File: src/rtl/puhc_pkg.sv
// ----------------------------------------------------------------------------
// puhc_pkg
// Shared types and codes for the upload header checker: channel words,
// fault and verdict codes, register indexes and PNG header constants.
// ----------------------------------------------------------------------------
package puhc_pkg;

    // widths fixed by the field definitions
    localparam int unsigned COUNT_W  = 21;
    localparam int unsigned PIXEL_W  = 16;
    localparam int unsigned DIM_W    = 32;
    localparam int unsigned HDR_BYTES = 24;
    localparam int unsigned HDR_IDX_W = $clog2(HDR_BYTES);
    localparam int unsigned ADDR_W   = 3;

    // register reset values
    localparam logic [COUNT_W-1:0] MAX_UPLOAD_RESET = COUNT_W'(16384);
    localparam logic [PIXEL_W-1:0] MAX_PIXELS_RESET = PIXEL_W'(64);
    localparam logic [COUNT_W-1:0] COUNT_SAT        = '1;

    // register indexes (word address bit)
    localparam logic REG_MAX_UPLOAD = 1'b0;
    localparam logic REG_MAX_PIXELS = 1'b1;

    // latched fault codes
    localparam logic [1:0] FAULT_NONE = 2'd0;
    localparam logic [1:0] FAULT_SIZE = 2'd1;
    localparam logic [1:0] FAULT_READ = 2'd2;

    // verdict codes
    localparam logic [2:0] V_OK    = 3'd0;
    localparam logic [2:0] V_EMPTY = 3'd1;
    localparam logic [2:0] V_SIZE  = 3'd2;
    localparam logic [2:0] V_READ  = 3'd3;
    localparam logic [2:0] V_BAD   = 3'd4;

    // PNG signature followed by the IHDR tag at bytes 12 to 15
    localparam logic [7:0] PNG_SIG [12] = '{
        8'h89, 8'h50, 8'h4E, 8'h47, 8'h0D, 8'h0A, 8'h1A, 8'h0A,
        8'h49, 8'h48, 8'h44, 8'h52
    };

    typedef struct packed {
        logic [7:0] data_byte;
        logic       has_byte;
        logic       source_fault;
        logic       end_of_upload;
    } in_word_t;

    typedef struct packed {
        logic [2:0]         verdict;
        logic [COUNT_W-1:0] upload_length;
        logic [DIM_W-1:0]   image_width;
        logic [DIM_W-1:0]   image_height;
    } out_word_t;

endpackage

File: src/rtl/png_upload_header_checker_top.sv
// ----------------------------------------------------------------------------
// png_upload_header_checker_top
// Counts upload bytes, keeps the first 24, latches the first fault and
// reports one verdict per upload (signature, IHDR tag and image size check).
//
//   channel | ports                          | direction | word
//   --------+--------------------------------+-----------+------------
//   input   | s_valid s_ready s_data         | in        | in_word_t
//   result  | m_valid m_ready m_data         | out       | out_word_t
//   config  | psel penable pwrite paddr ...  | in/out    | 32-bit APB
//
// One input word is taken every cycle while s_ready is high; a closing word's
// result is registered in head, or in skid if head holds a result not taken.
// The cycle path is the count increment and compare against the cap, then
// the width and height compares feeding the verdict select.
// Two result registers (head and skid) let input flow while a result waits;
// s_ready drops only when both hold a result. Synchronous active-low reset
// clears count, fault and result valids; the header bytes are not reset.
// ----------------------------------------------------------------------------
module png_upload_header_checker_top
    import puhc_pkg::*;
(
    input  logic              aclk,
    input  logic              aresetn,
    // input channel
    input  logic              s_valid,
    output logic              s_ready,
    input  in_word_t          s_data,
    // result channel
    output logic              m_valid,
    input  logic              m_ready,
    output out_word_t         m_data,
    // configuration port
    input  logic              psel,
    input  logic              penable,
    input  logic              pwrite,
    input  logic [ADDR_W-1:0] paddr,
    input  logic [31:0]       pwdata,
    output logic [31:0]       prdata,
    output logic              pready
);

    logic [COUNT_W-1:0] max_upload_reg;
    logic [PIXEL_W-1:0] max_pixels_reg;
    logic [COUNT_W-1:0] byte_total_reg, byte_total_next;
    logic [1:0]         fault_reg, fault_next;
    logic [7:0]         hdr_reg  [HDR_BYTES];
    logic [7:0]         hdr_next [HDR_BYTES];

    logic               s_accept;
    logic               take_byte;
    logic [COUNT_W:0]   count_inc;
    logic [COUNT_W:0]   count_limit;
    logic               hdr_open;
    logic               full_hdr;
    logic               sig_ok;
    logic [DIM_W-1:0]   width_w, height_w;
    logic               size_ok;
    out_word_t          result;

    out_word_t          head_reg, head_next;
    out_word_t          skid_reg, skid_next;
    logic               head_valid_reg, head_valid_next;
    logic               skid_valid_reg, skid_valid_next;
    logic               push, pop;

    // configuration port
    assign pready = 1'b1;

    always_comb begin
        if (paddr[2] == REG_MAX_PIXELS) begin
            prdata = {{(32-PIXEL_W){1'b0}}, max_pixels_reg};
        end else begin
            prdata = {{(32-COUNT_W){1'b0}}, max_upload_reg};
        end
    end

    always_ff @(posedge aclk) begin
        if (!aresetn) begin
            max_upload_reg <= MAX_UPLOAD_RESET;
            max_pixels_reg <= MAX_PIXELS_RESET;
        end else if (psel && penable && pwrite) begin
            if (paddr[2] == REG_MAX_PIXELS) begin
                max_pixels_reg <= pwdata[PIXEL_W-1:0];
            end else begin
                max_upload_reg <= pwdata[COUNT_W-1:0];
            end
        end
    end

    // byte count and fault latch
    assign s_accept  = s_valid && s_ready;
    assign take_byte = s_accept && (fault_reg == FAULT_NONE) && !s_data.source_fault
                       && s_data.has_byte;
    assign count_inc   = {1'b0, byte_total_reg} + (COUNT_W+1)'(1);
    assign count_limit = {1'b0, max_upload_reg} + (COUNT_W+1)'(1);
    assign hdr_open    = byte_total_reg < COUNT_W'(HDR_BYTES);

    always_comb begin
        byte_total_next = byte_total_reg;
        fault_next      = fault_reg;
        if (s_accept && (fault_reg == FAULT_NONE)) begin
            if (s_data.source_fault) begin
                fault_next = FAULT_READ;
            end else if (s_data.has_byte) begin
                if (count_inc > {1'b0, max_upload_reg}) begin
                    fault_next = FAULT_SIZE;
                    if (count_limit[COUNT_W]) begin
                        byte_total_next = COUNT_SAT;
                    end else begin
                        byte_total_next = count_limit[COUNT_W-1:0];
                    end
                end else begin
                    byte_total_next = count_inc[COUNT_W-1:0];
                end
            end
        end
    end

    // header bytes, with this word's byte merged in
    always_comb begin
        for (int i = 0; i < HDR_BYTES; i++) begin
            if (take_byte && hdr_open
                && (byte_total_reg[HDR_IDX_W-1:0] == HDR_IDX_W'(i))) begin
                hdr_next[i] = s_data.data_byte;
            end else begin
                hdr_next[i] = hdr_reg[i];
            end
        end
    end

    always_ff @(posedge aclk) begin
        for (int i = 0; i < HDR_BYTES; i++) begin
            hdr_reg[i] <= hdr_next[i];
        end
    end

    always_ff @(posedge aclk) begin
        if (!aresetn) begin
            byte_total_reg <= '0;
            fault_reg      <= FAULT_NONE;
        end else if (s_accept && s_data.end_of_upload) begin
            byte_total_reg <= '0;
            fault_reg      <= FAULT_NONE;
        end else begin
            byte_total_reg <= byte_total_next;
            fault_reg      <= fault_next;
        end
    end

    // header checks on the updated state
    assign full_hdr = byte_total_next >= COUNT_W'(HDR_BYTES);

    always_comb begin
        sig_ok = 1'b1;
        for (int i = 0; i < 8; i++) begin
            if (hdr_next[i] != PNG_SIG[i]) begin
                sig_ok = 1'b0;
            end
        end
        for (int i = 0; i < 4; i++) begin
            if (hdr_next[12+i] != PNG_SIG[8+i]) begin
                sig_ok = 1'b0;
            end
        end
    end

    assign width_w  = full_hdr ? {hdr_next[16], hdr_next[17], hdr_next[18], hdr_next[19]}
                               : '0;
    assign height_w = full_hdr ? {hdr_next[20], hdr_next[21], hdr_next[22], hdr_next[23]}
                               : '0;
    assign size_ok  = (width_w != '0) && (height_w != '0)
                      && (width_w <= {{(DIM_W-PIXEL_W){1'b0}}, max_pixels_reg})
                      && (height_w <= {{(DIM_W-PIXEL_W){1'b0}}, max_pixels_reg});

    // verdict select
    always_comb begin
        result.upload_length = byte_total_next;
        result.image_width   = width_w;
        result.image_height  = height_w;
        if (fault_next == FAULT_READ) begin
            result.verdict = V_READ;
        end else if (fault_next != FAULT_NONE) begin
            result.verdict = V_SIZE;
        end else if (byte_total_next == '0) begin
            result.verdict = V_EMPTY;
        end else if (!full_hdr || !sig_ok || !size_ok) begin
            result.verdict = V_BAD;
        end else begin
            result.verdict = V_OK;
        end
    end

    // result head and skid registers
    assign push    = s_accept && s_data.end_of_upload;
    assign pop     = head_valid_reg && m_ready;
    assign s_ready = !skid_valid_reg;
    assign m_valid = head_valid_reg;
    assign m_data  = head_reg;

    always_comb begin
        head_next       = head_reg;
        skid_next       = skid_reg;
        head_valid_next = head_valid_reg;
        skid_valid_next = skid_valid_reg;
        if (!head_valid_reg || pop) begin
            if (skid_valid_reg) begin
                head_next       = skid_reg;
                head_valid_next = 1'b1;
                skid_next       = result;
                skid_valid_next = push;
            end else begin
                head_next       = result;
                head_valid_next = push;
            end
        end else if (push) begin
            skid_next       = result;
            skid_valid_next = 1'b1;
        end
    end

    always_ff @(posedge aclk) begin
        head_reg <= head_next;
        skid_reg <= skid_next;
    end

    always_ff @(posedge aclk) begin
        if (!aresetn) begin
            head_valid_reg <= 1'b0;
            skid_valid_reg <= 1'b0;
        end else begin
            head_valid_reg <= head_valid_next;
            skid_valid_reg <= skid_valid_next;
        end
    end

    // checks
    a_skid_behind_head: assert property (@(posedge aclk) disable iff (!aresetn)
        skid_valid_reg |-> head_valid_reg)
        else $error("skid holds a result while head is empty");

    a_clear_after_end: assert property (@(posedge aclk) disable iff (!aresetn)
        (s_accept && s_data.end_of_upload) |=> (byte_total_reg == '0 && fault_reg == FAULT_NONE))
        else $error("upload state not cleared after verdict");

    a_size_fault_count: assert property (@(posedge aclk) disable iff (!aresetn)
        (fault_reg == FAULT_SIZE) |-> (byte_total_reg != '0))
        else $error("size fault latched with zero byte count");

    a_result_on_end: assert property (@(posedge aclk) disable iff (!aresetn)
        (s_accept && s_data.end_of_upload && !m_valid) |=> m_valid)
        else $error("closing word produced no result");

endmodule
File: config.mk
export PLATFORM = sky130hd
export DESIGN_NAME = png_upload_header_checker_top
export DESIGN_NICKNAME = d
export VERILOG_FILES = /design/src/rtl/puhc_pkg.sv /design/src/rtl/png_upload_header_checker_top.sv
export SDC_FILE = /design/constraint.sdc
export NUM_CORES = 1
export LEC_CHECK = 0
export ABC_CLOCK_PERIOD_IN_PS = 8100
export BUFFER_PORTS_ARGS = -buffer_cell sky130_fd_sc_hd__buf_2
export CORE_MARGIN = 3
export CORE_UTILIZATION = 60
export CTS_CLUSTER_SIZE = 20
export DETAILED_ROUTE_END_ITERATION = 6
export GPL_TIMING_DRIVEN = 0
export PLACE_DENSITY_LB_ADDON = 0.12
export SLEW_MARGIN = 20
export SYNTH_ARGS = -nofsm -noshare
export SYNTH_HDL_FRONTEND = slang
export SYNTH_SLANG_ARGS = --single-unit
File: constraint.sdc
create_clock -name aclk -period 8.1 [get_ports aclk]
set_input_delay 0 -clock aclk [delete_from_list [all_inputs] [get_ports aclk]]
set_output_delay 0 -clock aclk [all_outputs]
set_load 0.01 [all_outputs]
==> results of run 1 <==
## layer usage
layer,share of wire (%),global-route usage (%),up-vias,wire length [µm]
li1,-,-,7172,-
met1,43,45.66,7456,24120
met2,45,50.97,758,24980
met3,9.0,6.470,140,5037
met4,3.5,10.77,0,1970
met5,0,0,-,0
## critical path, delay by kind of cell (launching register included)
kind | cells | cell delay (ns)
AND/OR/NAND/NOR | 14 | 3.27
AO/OA/AOI/OAI | 7 | 1.68
buffers and inverters | 5 | 0.94
flip-flops | 1 | 0.48
XOR/XNOR | 1 | 0.26
adder cells (fa/ha/maj) | 3 | 0.93
## final cells by class
class	instances	area share [%]
inverter	144	2.440
sequential	398	43.95
timing repair buffer	199	5.660
tap	396	2.237
clock buffer	63	5.236
multi-input combinational	1227	37.67
clock inverter	9	0.2598
buffer	123	2.542
## logic make-up (layout without fill, tap and decap cells)
kind of cell	Yosys count	count (layout)	synth area share, %
compound gates	312	312	11.16
xor+xnor	33	33	1.524
fa+ha+maj	60	60	3.959
buf+inv	269	538	5.852
flops	398	398	51.30
mux	164	164	9.283
other cells	2	12	0.03960
simple gates	646	646	16.88
## through the flow
stage / instances / hold slack (ns)
2_1_floorplan: 1894 / 0.1377
3_3_place_gp: 2436 / 0.2510
3_5_place_dp: 2438 / 0.2544
4_1_cts: 2550 / 0.03646
5_1_grt: 2559 / 0.08425
6_report: 2559 / 0.07398
## placed cells by master, fill, tap and decap left out, drive strengths merged, types with 6 or more instances in the layout
master / instances
nor2: 152
a221o: 7
xor2: 9
a21oi: 54
nand3: 39
nor4: 29
clkinv: 9
nor2b: 24
edfxtp: 176
a21o: 6
inv: 144
o21ai: 71
nand2: 246
o211ai: 8
nor3: 30
and2: 6
mux2i: 69
nand2b: 7
nand4: 49
conb: 12
clkbuf: 144
dlygate4sd3: 34
or4: 6
nor3b: 7
mux2: 95
dfxtp: 222
o21a: 6
and3: 15
nor4b: 7
a21boi: 38
ha: 60
buf: 207
xnor2: 24
o31ai: 73
## path summary, 6_finish.rpt
kind	from	end	slack [ns]	cells past startpoint
setup / recovery	byte_total_reg[0]$_SDFF_PP0_	m_data[87]$_DFFE_PN_	0.24	30
hold / removal	psel	max_pixels_reg[3]$_SDFFE_PN0P_	0.07	4
setup reg to reg	byte_total_reg[0]$_SDFF_PP0_	m_data[87]$_DFFE_PN_	0.24	30
hold reg to reg	hdr_reg[0][25]$_DFF_P_	hdr_reg[0][25]$_DFF_P_	0.44	2
## what timing repair did
action,in CTS,in global routing
pin swaps,6,9
endpoints found under the setup margin,2,2
hold endpoints to repair,45,0
setup buffers,8,9
hold buffers,34,0
gates resized for setup,19,13
## where the power goes
group | total (mW) | internal, mW | switching (mW)
sequential | 2.20 | 2.17 | 0.0354
combinational | 0.482 | 0.169 | 0.313
clock | 1.73 | 0.986 | 0.748
total | 4.42 | 3.32 | 1.10
==> run_results.csv, run 1 <==
group,metric,value,unit
sta,fin_ws,0.2358,ns
detailed_routing,vias,15526,
die,core,30910,µm²
placed_design,gp_congestion,0.9692,
die,rows,64,
clock_tree,clock_latency,0.53,ns
die,dieArea,33780,µm²
sta,finalClockSkew,0.01415,ns
setup_path,cpMostUsedCell,"nand4_1",
detailed_routing,first_pass_iters,6,
clock_tree,cts-root-buf,"clkbuf_16",
setup_path,critPathSlowestCell,"or4_1",
detailed_routing,routedWlPerCell,21.93,µm
synth,yosysMostFrequentCell,"nand2_1",
finish,multi_input_area,8344,µm²
sta,finalCriticalPeriod,7.864,ns
clock_tree,cts_max_level,2,
die,start_util,61.35,%
placed_design,dp_hpwl,41.55,mm
finish,num-fill-cells,2350,
flow_run,cap_viol_max_count,0,
clock_tree,clockBufferDepth,3,
setup_path,cp_data_required_time,8.35,ns
sta,hold_violations,0,
grt,grt_pass1_wl,84.49,mm
grt,grt_pass1_vias,14636,
setup_path,path_class,"reg2reg",
sta,relSlewSlack,23.26,%
placed_design,placed_area,20300,µm²
grt,grt_max_degree,63,
synth,synth_area_leaders,"edfxtp_1 (28%), dfxtp_1 (23%), mux2_2 (5.6%), nand2_1 (4.9%), ha_1 (4.0%)",
clock_tree,cts_buffers,41,
setup_path,worstPathArrival,8.11,ns
power,power.density,199.5,nW/µm²
power,power,4.419,mW
grt,grt-ovfl-total,0,
setup_path,end_kind,"flip-flop",
setup_path,cp_max_fo,11,
sta,worst_slew_pin_slew,1.141,ns
sta,fmax,127.2,MHz
clock_tree,path_clk_slew,0.06,ns
synth,synth_area,18960,µm²
synth,synth_edf_count,176,
synth,yosysTopAreaCell,"edfxtp_1",
grt,grt_usage,32.49,%
finish,regArea,9736,µm²
detailed_routing,avgViaCountPerCell,6.067,
synth,netlist_top_cells_count,"nand2_1 (246), dfxtp_1 (222), edfxtp_1 (176)",
synth,syn_inst,1884,
clock_tree,cts_tree,"done",
synth,async_flop_share,0,%
power,total_leakage_power,9.825,nW
finish,post-route-util,71.66,%
finish,area_growth,16.80,%
die,io_pins,176,
detailed_routing,drtAntennaViolNets,0,
sta,fin_crit_sh,97.09,%
power,vdd_drop_max,0.0001955,V
clock_tree,clock_sinks,398,
die,die_w,183.8,µm
detailed_routing,finalWirelength,56.11,mm
grt,antenna_found_initial,0,
detailed_routing,drt_iter0_drc,1431,
detailed_routing,drcViolationCount,0,
synth,yosysUniqueCellTypes,79,
finish,num_antenna_cells,0,
synth,avgSynthCellArea,10.07,µm²
finish,largest_reg_flops,160,
synth,ys_warn_count,0,
sta,finalSetupViolCount,0,
synth,synth_seq_cells,398,
finish,final_area,22150,µm²
finish,drive_gt1_share,18.59,%
sta,tns,0,ns
hold_path,hold_class,"in2reg",
synth,ys.flop_type,"dfxtp_1",
finish,fin_nets,2247,
die,die_y,183.8,µm
setup_path,cp_slowest_stage_delay,0.53,ns
synth,yosys.area.top_type_share,27.87,%
setup_path,start_kind,"flip-flop",
sta,drv_slew,0,
placed_design,port-buffer-count,146,
placed_design,pre_cts_ws,-1.916,ns
status,status,"finished clean",
synth,synth_seq_area_share,51.30,%
Power figures use the tool's default switching activity.
==> run 2: changes to the inputs <==
RECOVER_POWER = 50   (was default)
==> run 2 against run 1 <==
Compared with the run above: the run now ends with capacitance limit, slew limit left; die area unchanged; power decreased by 0.27%; setup slack got worse by 0.013 ns; sequential cell count unchanged; sequential power is essentially flat; clock power about the same; global-route usage stayed put; critical endpoint unchanged.
==> run_results.csv, run 2 (same netlist as run 1, synthesis figures left out) <==
group,metric,value,unit
finish,most-common-layout-cells,"nand2_1 (246), dfxtp_1 (217), clkbuf_1 (214)",
detailed_routing,met2_length,24.92,mm
detailed_routing,highest_layer,"met4",
sta,finalSetupViolCount,0,
die,start_util,61.35,%
grt,grt_pass1_wl,84.49,mm
sta,fmax,127.0,MHz
setup_path,end_kind,"flip-flop",
finish,fin_nets,2247,
detailed_routing,routedWlPerCell,21.91,µm
setup_path,critPathSlowestCell,"or4_1",
finish,largest_reg_flops,160,
detailed_routing,vias,15421,
clock_tree,cts-root-buf,"clkbuf_16",
status,status,"finished with violations",
die,core,30910,µm²
die,dieArea,33780,µm²
finish,layout_commonest_cell,"nand2_1",
detailed_routing,drcViolationCount,0,
hold_path,hold_class,"in2reg",
clock_tree,path_clk_slew,0.06,ns
detailed_routing,finalWirelength,56.06,mm
die,rows,64,
grt,antenna_found_initial,0,
setup_path,start_kind,"flip-flop",
placed_design,dp_hpwl,41.55,mm
detailed_routing,routedLengthMet1,24.10,mm
placed_design,port-buffer-count,146,
placed_design,gp_congestion,0.9692,
detailed_routing,first_pass_iters,5,
flow_run,cap_viol_max_count,2,
grt,grt_max_degree,63,
setup_path,cp_data_required_time,8.35,ns
clock_tree,clockBufferDepth,3,
sta,finalCriticalPeriod,7.877,ns
grt,grt_usage,32.49,%
power,vdd_drop_max,0.0001948,V
power,total_leakage_power,9.304,nW
clock_tree,cts_buffers,41,
die,die_w,183.8,µm
detailed_routing,dr_wl_met3,5.113,mm
setup_path,cp_slowest_stage_delay,0.53,ns
status,violations,"capacitance limit, slew limit",
detailed_routing,avgViaCountPerCell,6.026,
sta,timing.hold.ws,0.07134,ns
grt,grt_pass1_vias,14636,
setup_path,path_class,"reg2reg",
finish,num-fill-cells,2413,
sta,worst_slew_pin_slew,3.150,ns
sta,fin_crit_sh,97.25,%
finish,num_antenna_cells,0,
finish,drive_gt1_share,12.71,%
power,power,4.408,mW
setup_path,cpMostUsedCell,"nand4_1",
detailed_routing,drtAntennaViolNets,0,
clock_tree,cts_max_level,2,
finish,area_growth,15.48,%
power,power.density,201.3,nW/µm²
setup_path,worstPathArrival,8.12,ns
setup_path,cp_max_fo,11,
sta,relSlewSlack,-110.0,%
sta,hold_violations,0,
sta,drv_slew,119,
grt,grt-ovfl-total,0,
clock_tree,cts_tree,"done",
finish,post-route-util,70.85,%
clock_tree,clock_latency,0.53,ns
clock_tree,clock_sinks,398,
die,die_y,183.8,µm
sta,finalClockSkew,0.007585,ns
die,io_pins,176,
detailed_routing,drt_iter0_drc,1500,
-- run 2: layout make-up --
type / instances / area, µm² / area share (%)
Clock buffer: 63 / 1160 / 5.296
Buffer: 123 / 553.0 / 2.525
Timing Repair Buffer: 199 / 1067 / 4.873
Inverter: 144 / 540.5 / 2.468
Multi-Input combinational cell: 1227 / 8290 / 37.86
Sequential cell: 398 / 9736 / 44.46
Tap cell: 396 / 495.5 / 2.262
Clock inverter: 9 / 57.56 / 0.2628
-- run 2: power by group --
part	internal, mW	total (mW)	switching, mW
clock	0.986	1.73	0.745
sequential	2.17	2.21	0.0360
combinational	0.158	0.470	0.312
total	3.31	4.41	1.09
-- run 2: final timing paths --
kind	startpoint	to	slack, ns	depth (start not counted)
hold / removal	psel	max_pixels_reg[3]$_SDFFE_PN0P_	0.07	4
setup / recovery	byte_total_reg[0]$_SDFF_PP0_	m_data[87]$_DFFE_PN_	0.22	30
setup reg to reg	byte_total_reg[0]$_SDFF_PP0_	m_data[87]$_DFFE_PN_	0.22	30
hold reg to reg	hdr_reg[0][25]$_DFF_P_	hdr_reg[0][25]$_DFF_P_	0.44	2
-- run 2: metrics by stage --
step,setup TNS (ns),setup slack (ns),area [µm²],cells
final,0,0.2230,21900,2559
after global routing,-0.003098,-0.003098,21900,2559
after CTS,0,0.01185,22020,2550
after detailed placement,-3.797,-1.916,20300,2438
after global placement,-3.898,-1.963,20230,2436
after floorplan,0,1.078,19000,1894
-- run 2: worst max-delay path, delay by kind of cell (launching register included) --
family / cells / cell delay, ns
xor+xnor: 1 / 0.26
simple gates: 14 / 3.28
buf+inv: 5 / 0.95
fa+ha+maj: 3 / 0.91
flops: 1 / 0.49
compound gates: 7 / 1.69
-- run 2: repair_timing --
action,CTS,global route
setup buffers,8,9
endpoints found under the hold margin,45,0
gates resized for setup,19,13
hold buffers,34,0
setup endpoints to repair,2,2
pin swaps,6,9
-- run 2: layer usage --
metal,global-route usage (%),vias to the layer above
li1,-,7175
met1,45.66,7414
met2,50.97,705
met3,6.470,127
met4,10.77,0
met5,0,-
